File: config.mk
export PLATFORM = sky130hd
export DESIGN_NAME = spectral_peak_and_significant_bin_flat
export DESIGN_NICKNAME = d
export VERILOG_FILES = /design/src/rtl/spb_pkg.sv /design/src/rtl/spb_bin_if.sv /design/src/rtl/spb_res_if.sv /design/src/rtl/spb_cfg_if.sv /design/src/rtl/spb_front.sv /design/src/rtl/spb_fifo.sv /design/src/rtl/spb_back.sv /design/src/rtl/spectral_peak_and_significant_bin.sv /design/src/flat_wrapper.sv
export SDC_FILE = /design/constraint.sdc
export NUM_CORES = 2
export LEC_CHECK = 0
export ABC_AREA = 1
export BUFFER_PORTS_ARGS = -buffer_cell sky130_fd_sc_hd__buf_2
export CORE_MARGIN = 4
export CORE_UTILIZATION = 55
export CTS_CLUSTER_SIZE = 28
export DETAILED_ROUTE_END_ITERATION = 10
export GPL_ROUTABILITY_DRIVEN = 1
export PLACE_DENSITY = 0.77
export SLEW_MARGIN = 30
export SYNTH_ARGS = -nofsm -noshare
export SYNTH_HDL_FRONTEND = slang
export SYNTH_SLANG_ARGS = --single-unit
export TNS_END_PERCENT = 30
File: constraint.sdc
create_clock -name i_clk -period 7.1 [get_ports i_clk]
set_input_delay 1.065 -clock i_clk [delete_from_list [all_inputs] [get_ports i_clk]]
set_output_delay 1.065 -clock i_clk [all_outputs]
set_load 0.01 [all_outputs]
File: src/rtl/spb_pkg.sv
// ----------------------------------------------------------------------------
// spb_pkg
// Shared widths, constants and types for the spectral peak block.
// ----------------------------------------------------------------------------
package spb_pkg;

    localparam int DATA_W      = 16;
    localparam int OUT_W       = 10;
    localparam int POW_W       = 32;
    localparam int RATIO_W     = 16;
    localparam int RSQ_W       = 2 * RATIO_W;
    localparam int PROD_W      = POW_W + RSQ_W;
    localparam int MAX_BINS_DEF = 1024;
    localparam int Q_DEPTH     = 4;

    // ratio of 100 in Q8.8, and its square
    localparam logic [RATIO_W-1:0] DEFAULT_RATIO = 16'd25600;
    localparam logic [RSQ_W-1:0]   DEFAULT_RSQ   = 32'd655360000;

    typedef struct packed {
        logic [POW_W-1:0] power;
        logic             last;
    } t_entry;

endpackage

File: src/rtl/spb_bin_if.sv
// ----------------------------------------------------------------------------
// spb_bin_if
// Bin channel: one spectral bin per transaction.
// ----------------------------------------------------------------------------
interface spb_bin_if;
    import spb_pkg::*;

    logic                     valid;
    logic                     ready;
    logic signed [DATA_W-1:0] real_part;
    logic signed [DATA_W-1:0] imag_part;
    logic                     last_bin;

    modport source (output valid, output real_part, output imag_part, output last_bin,
                    input ready);
    modport sink   (input valid, input real_part, input imag_part, input last_bin,
                    output ready);
endinterface

File: src/rtl/spb_res_if.sv
// ----------------------------------------------------------------------------
// spb_res_if
// Result channel: strongest and highest significant bin of a frame.
// ----------------------------------------------------------------------------
interface spb_res_if;
    import spb_pkg::*;

    logic             valid;
    logic             ready;
    logic [OUT_W-1:0] strongest_bin;
    logic [OUT_W-1:0] highest_significant_bin;

    modport source (output valid, output strongest_bin, output highest_significant_bin,
                    input ready);
    modport sink   (input valid, input strongest_bin, input highest_significant_bin,
                    output ready);
endinterface

File: src/rtl/spb_cfg_if.sv
// ----------------------------------------------------------------------------
// spb_cfg_if
// Configuration write channel for the ratio register.
// ----------------------------------------------------------------------------
interface spb_cfg_if;
    import spb_pkg::*;

    logic               valid;
    logic               ready;
    logic [RATIO_W-1:0] data;

    modport source (output valid, output data, input ready);
    modport sink   (input valid, input data, output ready);
endinterface

File: src/rtl/spb_front.sv
// ----------------------------------------------------------------------------
// spb_front
// Accepts bins and turns each into a squared magnitude for the queue.
// ----------------------------------------------------------------------------
module spb_front
    import spb_pkg::*;
(
    spb_bin_if.sink i_bin,
    input  logic    i_full,
    output logic    o_push,
    output t_entry  o_entry
);

    logic signed [2*DATA_W-1:0] sq_re;
    logic signed [2*DATA_W-1:0] sq_im;

    assign i_bin.ready = !i_full;
    assign o_push      = i_bin.valid && !i_full;

    // both squares are non-negative and their sum stays below 2^31 + 1
    assign sq_re = (2*DATA_W)'(i_bin.real_part) * (2*DATA_W)'(i_bin.real_part);
    assign sq_im = (2*DATA_W)'(i_bin.imag_part) * (2*DATA_W)'(i_bin.imag_part);

    assign o_entry.power = POW_W'($unsigned(sq_re)) + POW_W'($unsigned(sq_im));
    assign o_entry.last  = i_bin.last_bin;

endmodule

File: src/rtl/spb_fifo.sv
// ----------------------------------------------------------------------------
// spb_fifo
// Short queue between front and back.
// ----------------------------------------------------------------------------
module spb_fifo
    import spb_pkg::*;
(
    input  logic   i_clk,
    input  logic   i_rst_n,
    input  logic   i_push,
    input  t_entry i_data,
    output logic   o_full,
    output logic   o_valid,
    output t_entry o_data,
    input  logic   i_pop
);

    localparam int PTR_W = $clog2(Q_DEPTH);
    localparam int CNT_W = $clog2(Q_DEPTH + 1);

    t_entry             r_mem [Q_DEPTH];
    logic [PTR_W-1:0]   r_wr_ptr;
    logic [PTR_W-1:0]   r_rd_ptr;
    logic [CNT_W-1:0]   r_count;

    assign o_full  = (r_count == CNT_W'(Q_DEPTH));
    assign o_valid = (r_count != '0);
    assign o_data  = r_mem[r_rd_ptr];

    always_ff @(posedge i_clk) begin
        if (!i_rst_n) begin
            r_wr_ptr <= '0;
            r_rd_ptr <= '0;
            r_count  <= '0;
        end else begin
            if (i_push) begin
                r_wr_ptr <= r_wr_ptr + 1'b1;
            end
            if (i_pop) begin
                r_rd_ptr <= r_rd_ptr + 1'b1;
            end
            if (i_push && !i_pop) begin
                r_count <= r_count + 1'b1;
            end else if (!i_push && i_pop) begin
                r_count <= r_count - 1'b1;
            end
        end
    end

    always_ff @(posedge i_clk) begin
        if (i_push) begin
            r_mem[r_wr_ptr] <= i_data;
        end
    end

    a_no_overflow: assert property (@(posedge i_clk) disable iff (!i_rst_n)
        r_count <= CNT_W'(Q_DEPTH))
        else $error("queue count beyond depth");

    a_push_grows: assert property (@(posedge i_clk) disable iff (!i_rst_n)
        (i_push && !i_pop) |=> r_count == $past(r_count) + 1'b1)
        else $error("push without pop did not grow the queue");

    a_no_empty_pop: assert property (@(posedge i_clk) disable iff (!i_rst_n)
        i_pop |-> r_count != '0)
        else $error("pop from empty queue");

endmodule

File: src/rtl/spb_back.sv
// ----------------------------------------------------------------------------
// spb_back
// Tracks peak and significance per frame and drives the result register.
// ----------------------------------------------------------------------------
module spb_back
    import spb_pkg::*;
#(
    parameter int MAX_BINS = MAX_BINS_DEF
) (
    input  logic      i_clk,
    input  logic      i_rst_n,
    spb_cfg_if.sink   i_cfg,
    input  logic      i_entry_valid,
    input  t_entry    i_entry,
    output logic      o_pop,
    spb_res_if.source o_res
);

    localparam int IDX_W = (MAX_BINS > 1) ? $clog2(MAX_BINS) : 1;
    localparam logic [IDX_W-1:0] LAST_IDX = IDX_W'(MAX_BINS - 1);

    logic [RSQ_W-1:0]  r_rsq;
    logic [POW_W-1:0]  r_peak;
    logic [IDX_W-1:0]  r_bin_cnt;
    logic [IDX_W-1:0]  r_peak_idx;
    logic [IDX_W-1:0]  r_sig_idx;

    logic              r_s1_valid;
    logic              r_s1_last;
    logic [PROD_W-1:0] r_s1_prod;
    logic [POW_W-1:0]  r_s1_peak;
    logic [IDX_W-1:0]  r_s1_idx;
    logic [IDX_W-1:0]  r_s1_peak_idx;

    logic              r_out_valid;
    logic [OUT_W-1:0]  r_out_strong;
    logic [OUT_W-1:0]  r_out_sig;

    logic              en;
    logic              take;
    logic              retire;
    logic              new_peak;
    logic [POW_W-1:0]  n_peak;
    logic [IDX_W-1:0]  n_peak_idx;
    logic [RATIO_W-1:0] cfg_ratio;
    logic              sig_hit;
    logic [IDX_W-1:0]  n_sig_idx;
    logic [IDX_W+OUT_W-1:0] ext_strong;
    logic [IDX_W+OUT_W-1:0] ext_sig;

    // only a finishing frame can be held up, by a result not yet taken
    assign en     = !(r_s1_valid && r_s1_last && r_out_valid && !o_res.ready);
    assign o_pop  = en && i_entry_valid;
    assign take   = o_pop;
    assign retire = en && r_s1_valid;

    assign new_peak   = i_entry.power > r_peak;
    assign n_peak     = new_peak ? i_entry.power : r_peak;
    assign n_peak_idx = new_peak ? r_bin_cnt : r_peak_idx;

    // power * R^2 > peak * 2^16, peak already holding this bin
    assign sig_hit   = r_s1_prod > {{(PROD_W-POW_W-16){1'b0}}, r_s1_peak, 16'b0};
    assign n_sig_idx = sig_hit ? r_s1_idx : r_sig_idx;

    assign cfg_ratio   = (i_cfg.data == '0) ? DEFAULT_RATIO : i_cfg.data;
    assign i_cfg.ready = 1'b1;

    assign ext_strong = {{OUT_W{1'b0}}, r_s1_peak_idx};
    assign ext_sig    = {{OUT_W{1'b0}}, n_sig_idx};

    assign o_res.valid                   = r_out_valid;
    assign o_res.strongest_bin           = r_out_strong;
    assign o_res.highest_significant_bin = r_out_sig;

    always_ff @(posedge i_clk) begin
        if (!i_rst_n) begin
            r_rsq       <= DEFAULT_RSQ;
            r_peak      <= '0;
            r_bin_cnt   <= '0;
            r_peak_idx  <= '0;
            r_sig_idx   <= '0;
            r_s1_valid  <= 1'b0;
            r_out_valid <= 1'b0;
        end else begin
            if (i_cfg.valid) begin
                r_rsq <= RSQ_W'(cfg_ratio) * RSQ_W'(cfg_ratio);
            end

            if (en) begin
                r_s1_valid <= i_entry_valid;
            end

            if (take) begin
                if (i_entry.last) begin
                    r_peak     <= '0;
                    r_bin_cnt  <= '0;
                    r_peak_idx <= '0;
                end else begin
                    r_peak     <= n_peak;
                    r_peak_idx <= n_peak_idx;
                    if (r_bin_cnt < LAST_IDX) begin
                        r_bin_cnt <= r_bin_cnt + 1'b1;
                    end
                end
            end

            if (retire && r_s1_last) begin
                r_sig_idx   <= '0;
                r_out_valid <= 1'b1;
            end else begin
                if (retire) begin
                    r_sig_idx <= n_sig_idx;
                end
                if (o_res.ready) begin
                    r_out_valid <= 1'b0;
                end
            end
        end
    end

    always_ff @(posedge i_clk) begin
        if (take) begin
            r_s1_last     <= i_entry.last;
            r_s1_prod     <= PROD_W'(i_entry.power) * PROD_W'(r_rsq);
            r_s1_peak     <= n_peak;
            r_s1_idx      <= r_bin_cnt;
            r_s1_peak_idx <= n_peak_idx;
        end
        if (retire && r_s1_last) begin
            r_out_strong <= ext_strong[OUT_W-1:0];
            r_out_sig    <= ext_sig[OUT_W-1:0];
        end
    end

    a_peak_follows: assert property (@(posedge i_clk) disable iff (!i_rst_n)
        (take && !i_entry.last && new_peak) |=> r_peak == $past(i_entry.power))
        else $error("peak not updated by a stronger bin");

    a_frame_clear: assert property (@(posedge i_clk) disable iff (!i_rst_n)
        (take && i_entry.last) |=> (r_peak == '0 && r_bin_cnt == '0))
        else $error("frame state not cleared after last bin");

    a_result_loaded: assert property (@(posedge i_clk) disable iff (!i_rst_n)
        (retire && r_s1_last) |=> r_out_valid)
        else $error("finished frame produced no result");

endmodule

File: src/rtl/spectral_peak_and_significant_bin.sv
// ----------------------------------------------------------------------------
// spectral_peak_and_significant_bin
// Finds the strongest bin and the highest significant bin of each frame.
//
//   channel  | dir | payload                                    | transaction
//   i_bin    | in  | real_part, imag_part, last_bin             | one bin
//   o_res    | out | strongest_bin, highest_significant_bin     | one frame
//   i_cfg    | in  | data (ratio, Q8.8, 0 = 100)                | ratio write
//
// One bin per cycle sustained while the back end does not stall; after the
// last bin of a frame is accepted, its result goes from the queue into the
// multiply stage and is compared into the result register; squaring in the front is combinational.
// The 4-entry queue and the result register absorb back-pressure; only a
// frame end meeting an untaken result stalls the back end.
// Reset clears all frame state and sets the ratio to its default.
// ----------------------------------------------------------------------------
module spectral_peak_and_significant_bin
    import spb_pkg::*;
#(
    parameter int MAX_BINS = MAX_BINS_DEF
) (
    input  logic      i_clk,
    input  logic      i_rst_n,
    spb_bin_if.sink   i_bin,
    spb_cfg_if.sink   i_cfg,
    spb_res_if.source o_res
);

    logic   push;
    logic   full;
    logic   q_valid;
    logic   pop;
    t_entry push_entry;
    t_entry q_entry;

    spb_front u_front (
        .i_bin   (i_bin),
        .i_full  (full),
        .o_push  (push),
        .o_entry (push_entry)
    );

    spb_fifo u_fifo (
        .i_clk   (i_clk),
        .i_rst_n (i_rst_n),
        .i_push  (push),
        .i_data  (push_entry),
        .o_full  (full),
        .o_valid (q_valid),
        .o_data  (q_entry),
        .i_pop   (pop)
    );

    spb_back #(
        .MAX_BINS (MAX_BINS)
    ) u_back (
        .i_clk         (i_clk),
        .i_rst_n       (i_rst_n),
        .i_cfg         (i_cfg),
        .i_entry_valid (q_valid),
        .i_entry       (q_entry),
        .o_pop         (pop),
        .o_res         (o_res)
    );

endmodule

File: src/flat_wrapper.sv
// flat-port wrapper written by rule: the top's interface ports become plain ports
module spectral_peak_and_significant_bin_flat import spb_pkg::*;
#(
    parameter int MAX_BINS = MAX_BINS_DEF
)
  (i_clk, i_rst_n, i_bin_valid, i_bin_real_part, i_bin_imag_part, i_bin_last_bin, i_bin_ready, i_cfg_valid, i_cfg_data, i_cfg_ready, o_res_valid, o_res_strongest_bin, o_res_highest_significant_bin, o_res_ready);
  spb_bin_if i_bin_i ();
  spb_cfg_if i_cfg_i ();
  spb_res_if o_res_i ();
  input  logic i_clk;
  input  logic i_rst_n;
  input wire logic [$bits(i_bin_i.valid)-1:0] i_bin_valid;
  input wire logic [$bits(i_bin_i.real_part)-1:0] i_bin_real_part;
  input wire logic [$bits(i_bin_i.imag_part)-1:0] i_bin_imag_part;
  input wire logic [$bits(i_bin_i.last_bin)-1:0] i_bin_last_bin;
  output wire logic [$bits(i_bin_i.ready)-1:0] i_bin_ready;
  input wire logic [$bits(i_cfg_i.valid)-1:0] i_cfg_valid;
  input wire logic [$bits(i_cfg_i.data)-1:0] i_cfg_data;
  output wire logic [$bits(i_cfg_i.ready)-1:0] i_cfg_ready;
  output wire logic [$bits(o_res_i.valid)-1:0] o_res_valid;
  output wire logic [$bits(o_res_i.strongest_bin)-1:0] o_res_strongest_bin;
  output wire logic [$bits(o_res_i.highest_significant_bin)-1:0] o_res_highest_significant_bin;
  input wire logic [$bits(o_res_i.ready)-1:0] o_res_ready;
  assign i_bin_i.valid = i_bin_valid;
  assign i_bin_i.real_part = i_bin_real_part;
  assign i_bin_i.imag_part = i_bin_imag_part;
  assign i_bin_i.last_bin = i_bin_last_bin;
  assign i_bin_ready = i_bin_i.ready;
  assign i_cfg_i.valid = i_cfg_valid;
  assign i_cfg_i.data = i_cfg_data;
  assign i_cfg_ready = i_cfg_i.ready;
  assign o_res_valid = o_res_i.valid;
  assign o_res_strongest_bin = o_res_i.strongest_bin;
  assign o_res_highest_significant_bin = o_res_i.highest_significant_bin;
  assign o_res_i.ready = o_res_ready;
  spectral_peak_and_significant_bin #(.MAX_BINS(MAX_BINS)) u_core (.i_clk(i_clk), .i_rst_n(i_rst_n), .i_bin(i_bin_i), .i_cfg(i_cfg_i), .o_res(o_res_i));
endmodule
# == After elaboration in Yosys (flattened, before gate mapping) ==
# Memories as Yosys holds them, arrays and structs flattened. A register that Yosys moved wholly into a read port is not among the register bits.
# Cells that the tools add are included.
# totals
in_bits,54
elab_cells,70
ff_bits,240
latch_bits,0
ram_bits,132
rom_bits,0
n_memories,1
out_inout_bits,23
# classes
muxes,16
n_div,0
bitwise,1
shifts,0
eq_ne,1
n_lt_le_gt_ge,3
reduce_logical,21
n_mul,4
add_sub_neg,6
# mem_list
memory,words,width,rd,rd_clocked_by_memory_dff,write_ports,line,rtl
u_core.u_fifo.r_mem,4,33,1,1,1,spb_fifo.sv:21,t_entry r_mem [Q_DEPTH];
# ops
operator,n
16-bit by 16-bit multiplier with 32-bit output,3
64-bit by 48-bit greater-than comparator with 1-bit output,1
32-bit by 32-bit multiplier with 64-bit output,1
32-bit two-way mux,2
10-bit two-way mux,5
32-bit adder,1
32-bit greater-than comparator,1
16-bit zero test,1
16-bit two-way mux,1
"10-bit by 1-bit adder with 10-bit output, second input constant",1
"10-bit less-than comparator, second input constant",1
1-bit logical AND,9
3-bit two-way mux,2
2-bit nonzero test,3
1-bit zero test,5
"2-bit by 1-bit adder with 2-bit output, second input constant",2
1-bit two-way mux,4
2-bit two-way mux,2
"3-bit by 1-bit adder with 3-bit output, second input constant",1
"3-bit == test, second input constant",1
3-bit nonzero test,1
"3-bit by 1-bit subtractor with 3-bit output, second input constant",1
2-bit AND reduction,1
2-bit OR reduction,1
1-bit inverter,1

# == Logic depth before layout (Yosys ltp) ==
# depth
word_depth,8
depth_mapped,37
mapped_depth_nobuf,34

# == By module ==
# Synthesis repeated with hierarchy kept, for this count alone.
# unflattened
hier_cells,9211
hier_area_um2,76146.8
# modules_own_cells
module,area_per_inst_um2,instances,seq_area_each_um2,cells_each
spb_back,52521.6,1,6015.8,6706
spb_front,18258.8,1,0.0,2127
spb_fifo,5366.4,1,4144.0,378

# == Least setup slack after synthesis ==
# Ideal clock, no wire load.
# synth_path
path_type,input-to-reg
start,input i_bin_real_part[15]
end,memory u_core.u_fifo.r_mem[0][32] (netlist bit) (data pin)
setup_slack_ns,-0.501
arrival_ns,7.336
setup_time_ns,0.265
cell_stages,25
path_buffers,2
required_time_ns,6.835
path_cell_list,clkbuf_1 clkbuf_1 nand2_1 inv_1 fa_1 fa_1 fa_1 inv_1 fa_1 fa_1 fa_1 inv_1 fa_1 inv_1 fa_1 inv_1 ha_1 nand2_1 nor3_1 nand4_1 or2_2 nand3_1 inv_1 nand2_1 nand2_1
# synth_rtl
element,line,rtl
start: declaration,flat_wrapper.sv:13,input wire logic [$bits(i_bin_i.real_part)-1:0] i_bin_real_part;
end: declaration,spb_fifo.sv:21,

==> results.toml <==
[clock_tree]
h-tree-depth = 2
root_buffer = "clkbuf_16"
cts_max_path_buffers = 3
worstSkewPairLatency_ns = 0.60
cts_tree = "built"
cts_made_buffers = 43
clk_pin_slew_worst_paths_ns = 0.07
cts_sinks = 373

[routing]
vias_per_cell = 5.42
wl_per_cell_um = 21.3
route.vias.total = 60900
drt_iter0_drc = 4979
dr.pass1.iters = 8
drc = 0
antenna_left = 0
wirelength_um = 240000

[yosys]
syn_avg_cell_area_um2 = 8.64
synth-simple-area-share_pct = 15.2
yosys_most_used_dff = "edfxtp_1"
async_flop_share_pct = 0
synth_compound_area_share_pct = 3.69
synth-edff-count = 269
synthAdderAreaFrac_pct = 52.2
ys_warn_count = 0
synth_top_family_by_area = "adder cells"
syn_inst = 8610
synth-xor-area-share_pct = 1.47
synth.yosys.seq_area_share_pct = 13.7
ys_ff_latch = 373
synth_cell_types = 56
synthMuxAreaShare_pct = 0
netlist_area_um2 = 74400

[critical_path]
critPathRequiredTime_ns = 7.44
reg2reg_slack_ns = -0.45
critPathTopFamily = "adder cells"
max_stage_delay_ns = 0.66
end_kind = "flop"
critPathArrivalTime_ns = 7.89
cp-start-kind = "flop"
critPathMostFrequentCell = "fa_1"
path_buf_inv = 9
critPathKind = "flop to flop"
critPathSlowestCell = "fa_2"
crit_fanout = 8

[layout]
syn_to_final_growth_pct = 19.4
layout_common_cells = "inv_1, fa_1, nand2_1"
fin_cells = 11200
drive_gt1_share_pct = 18.1
final_common_cell = "inv_1"
nNetsFinal = 11600

[floorplanning]
top_level_ports = 77
start_util_pct = 55.5
core-area_um2 = 134000
die_w_um = 376
dieArea_um2 = 141000
fp.dieH_um = 376
std_cell_rows = 134

[timing]
max_freq_ghz = 0.133
maxSlewViolCount = 0
hold_slack_ns = 0.422
rsz0062_at_grt = "true"
worst_pin_slew_ns = 0.882
period_share_pct = 106
clock_skew_ns = 0.0328
final-hold-violation-count = 0
finalSetupViolCount = 46
max_slew_margin_pct = 41.2
finalCriticalPeriod_ns = 7.55
setup_ws_ns = -0.446

[place]
globalplace.congestion = 1.03
dp_cells = 11100
dp_hpwl_um = 201000
port_buffers = 75

[min_path]
hp-class = "flop to flop"

[global_route]
grt_pass1_vias = 65600
gr-usage-all-layers_pct = 34.5
antenna_found_initial = 5
grt_pass1_wl_um = 372000
grt_max_degree = 74
globalRouteOverflowTotal = 0

[run_status]
violations = "negative setup slack"
outcome = "finished with violations"

[run]
maxCapViolCount = 0
## state kept, by name (all words and copies together) (netlist names), 10 cells and up, named ones only
signal and flops:
u_core.u_back.r_sig_idx 10, u_core.u_back.r_rsq 31, u_core.u_back.r_s1_peak 32, u_core.u_back.o_res.highest_significant_bin 10
u_core.u_back.r_peak_idx 10, u_core.u_back.r_s1_idx 10, u_core.u_fifo.r_mem 132, u_core.u_back.r_s1_peak_idx 10
u_core.u_back.r_s1_prod 64, u_core.u_back.o_res.strongest_bin 10, u_core.u_back.r_peak 32, u_core.u_back.r_bin_cnt 10
## final timing paths
check	depth (start not counted)	end	from
worst max register to register	29	u_core.u_back.r_s1_prod[41]	flop
worst min register to register	0	u_core.u_back.o_res.strongest_bin[8]	u_core.u_back.r_s1_peak_idx[8]
worst min-delay path	0	u_core.u_back.o_res.strongest_bin[8]	u_core.u_back.r_s1_peak_idx[8]
worst max-delay path	29	u_core.u_back.r_s1_prod[41]	flop
## logic make-up after synthesis
logic type,count (synthesis)
buffers and inverters,2667
XOR/XNOR,125
flip-flops,373
AND/OR/NAND/NOR,2790
other,2
AO/OA/AOI/OAI,497
adder cells (fa/ha/maj),2156
## worst reg2reg max path: cells and delay by family (launching register included)
| kind | cells | cell delay (ns) |
|---|---|---|
| buffers and inverters | 9 | 1.11 |
| adders and majority gates | 9 | 4.47 |
| and+or+nand+nor | 6 | 0.57 |
| AOI/OAI and AO/OA | 4 | 0.61 |
| xor gates and xnor gates | 1 | 0.17 |
| DFF | 1 | 0.38 |
## per-stage QoR
stage	instance area [um2]	setup TNS, ns	util [%]	worst slack [ns]
floorplan	74900	-2.39	-	-0.164
global placement	83900	-61.94	62.6	-0.787
detailed placement	84000	-74.35	62.7	-0.846
CTS	87700	-10.14	65.5	-0.355
global route	88800	-23.89	66.3	-0.622
finish	88800	-13.44	66.3	-0.446
## what timing repair did
action,in CTS,in global routing
hold buffers,0,0
setup endpoints to repair,71,126
setup buffers,46,15
gates resized for setup,456,246
pin swaps,83,90
cloned,7,2
## metal layers
layer	routed length, um	global-route usage [%]	vias up
met4	17000	19.2	6
met1	89000	43.8	30400
met5	45	0	-
met3	20700	5.51	774
li1	-	-	26700
met2	113000	56.8	2974
## Yosys cell counts, types with 43 or more instances
master | count | share of area, %
and2_1 | 44 | 0.37
fa_1 | 1585 | 43
clkbuf_1 | 211 | 1.1
xor2_1 | 86 | 1.0
buf_2 | 101 | 0.68
ha_1 | 571 | 9.6
inv_1 | 2314 | 12
a21oi_1 | 275 | 1.8
nor2_1 | 830 | 4.2
edfxtp_1 | 269 | 11
o21ai_0 | 132 | 0.89
nand3_1 | 279 | 1.9
nor3_1 | 43 | 0.29
nand2_1 | 1500 | 7.6
dfxtp_1 | 104 | 2.8
## cell type report
class                   count  area (um2)
multi-input cells        5601       56500
fillers                 10500       45100
flip-flops and latches    373       10200
repair buffers           1081        9660
inverters                2333        8840
well taps                1768        2210
clock buffers              56        1170
clock inverters            24         293
diodes                      2        5.00
Power is left out: the tool's default activity adds up to more than one toggle a clock period on the data nets, which glitch-free logic cannot reach.
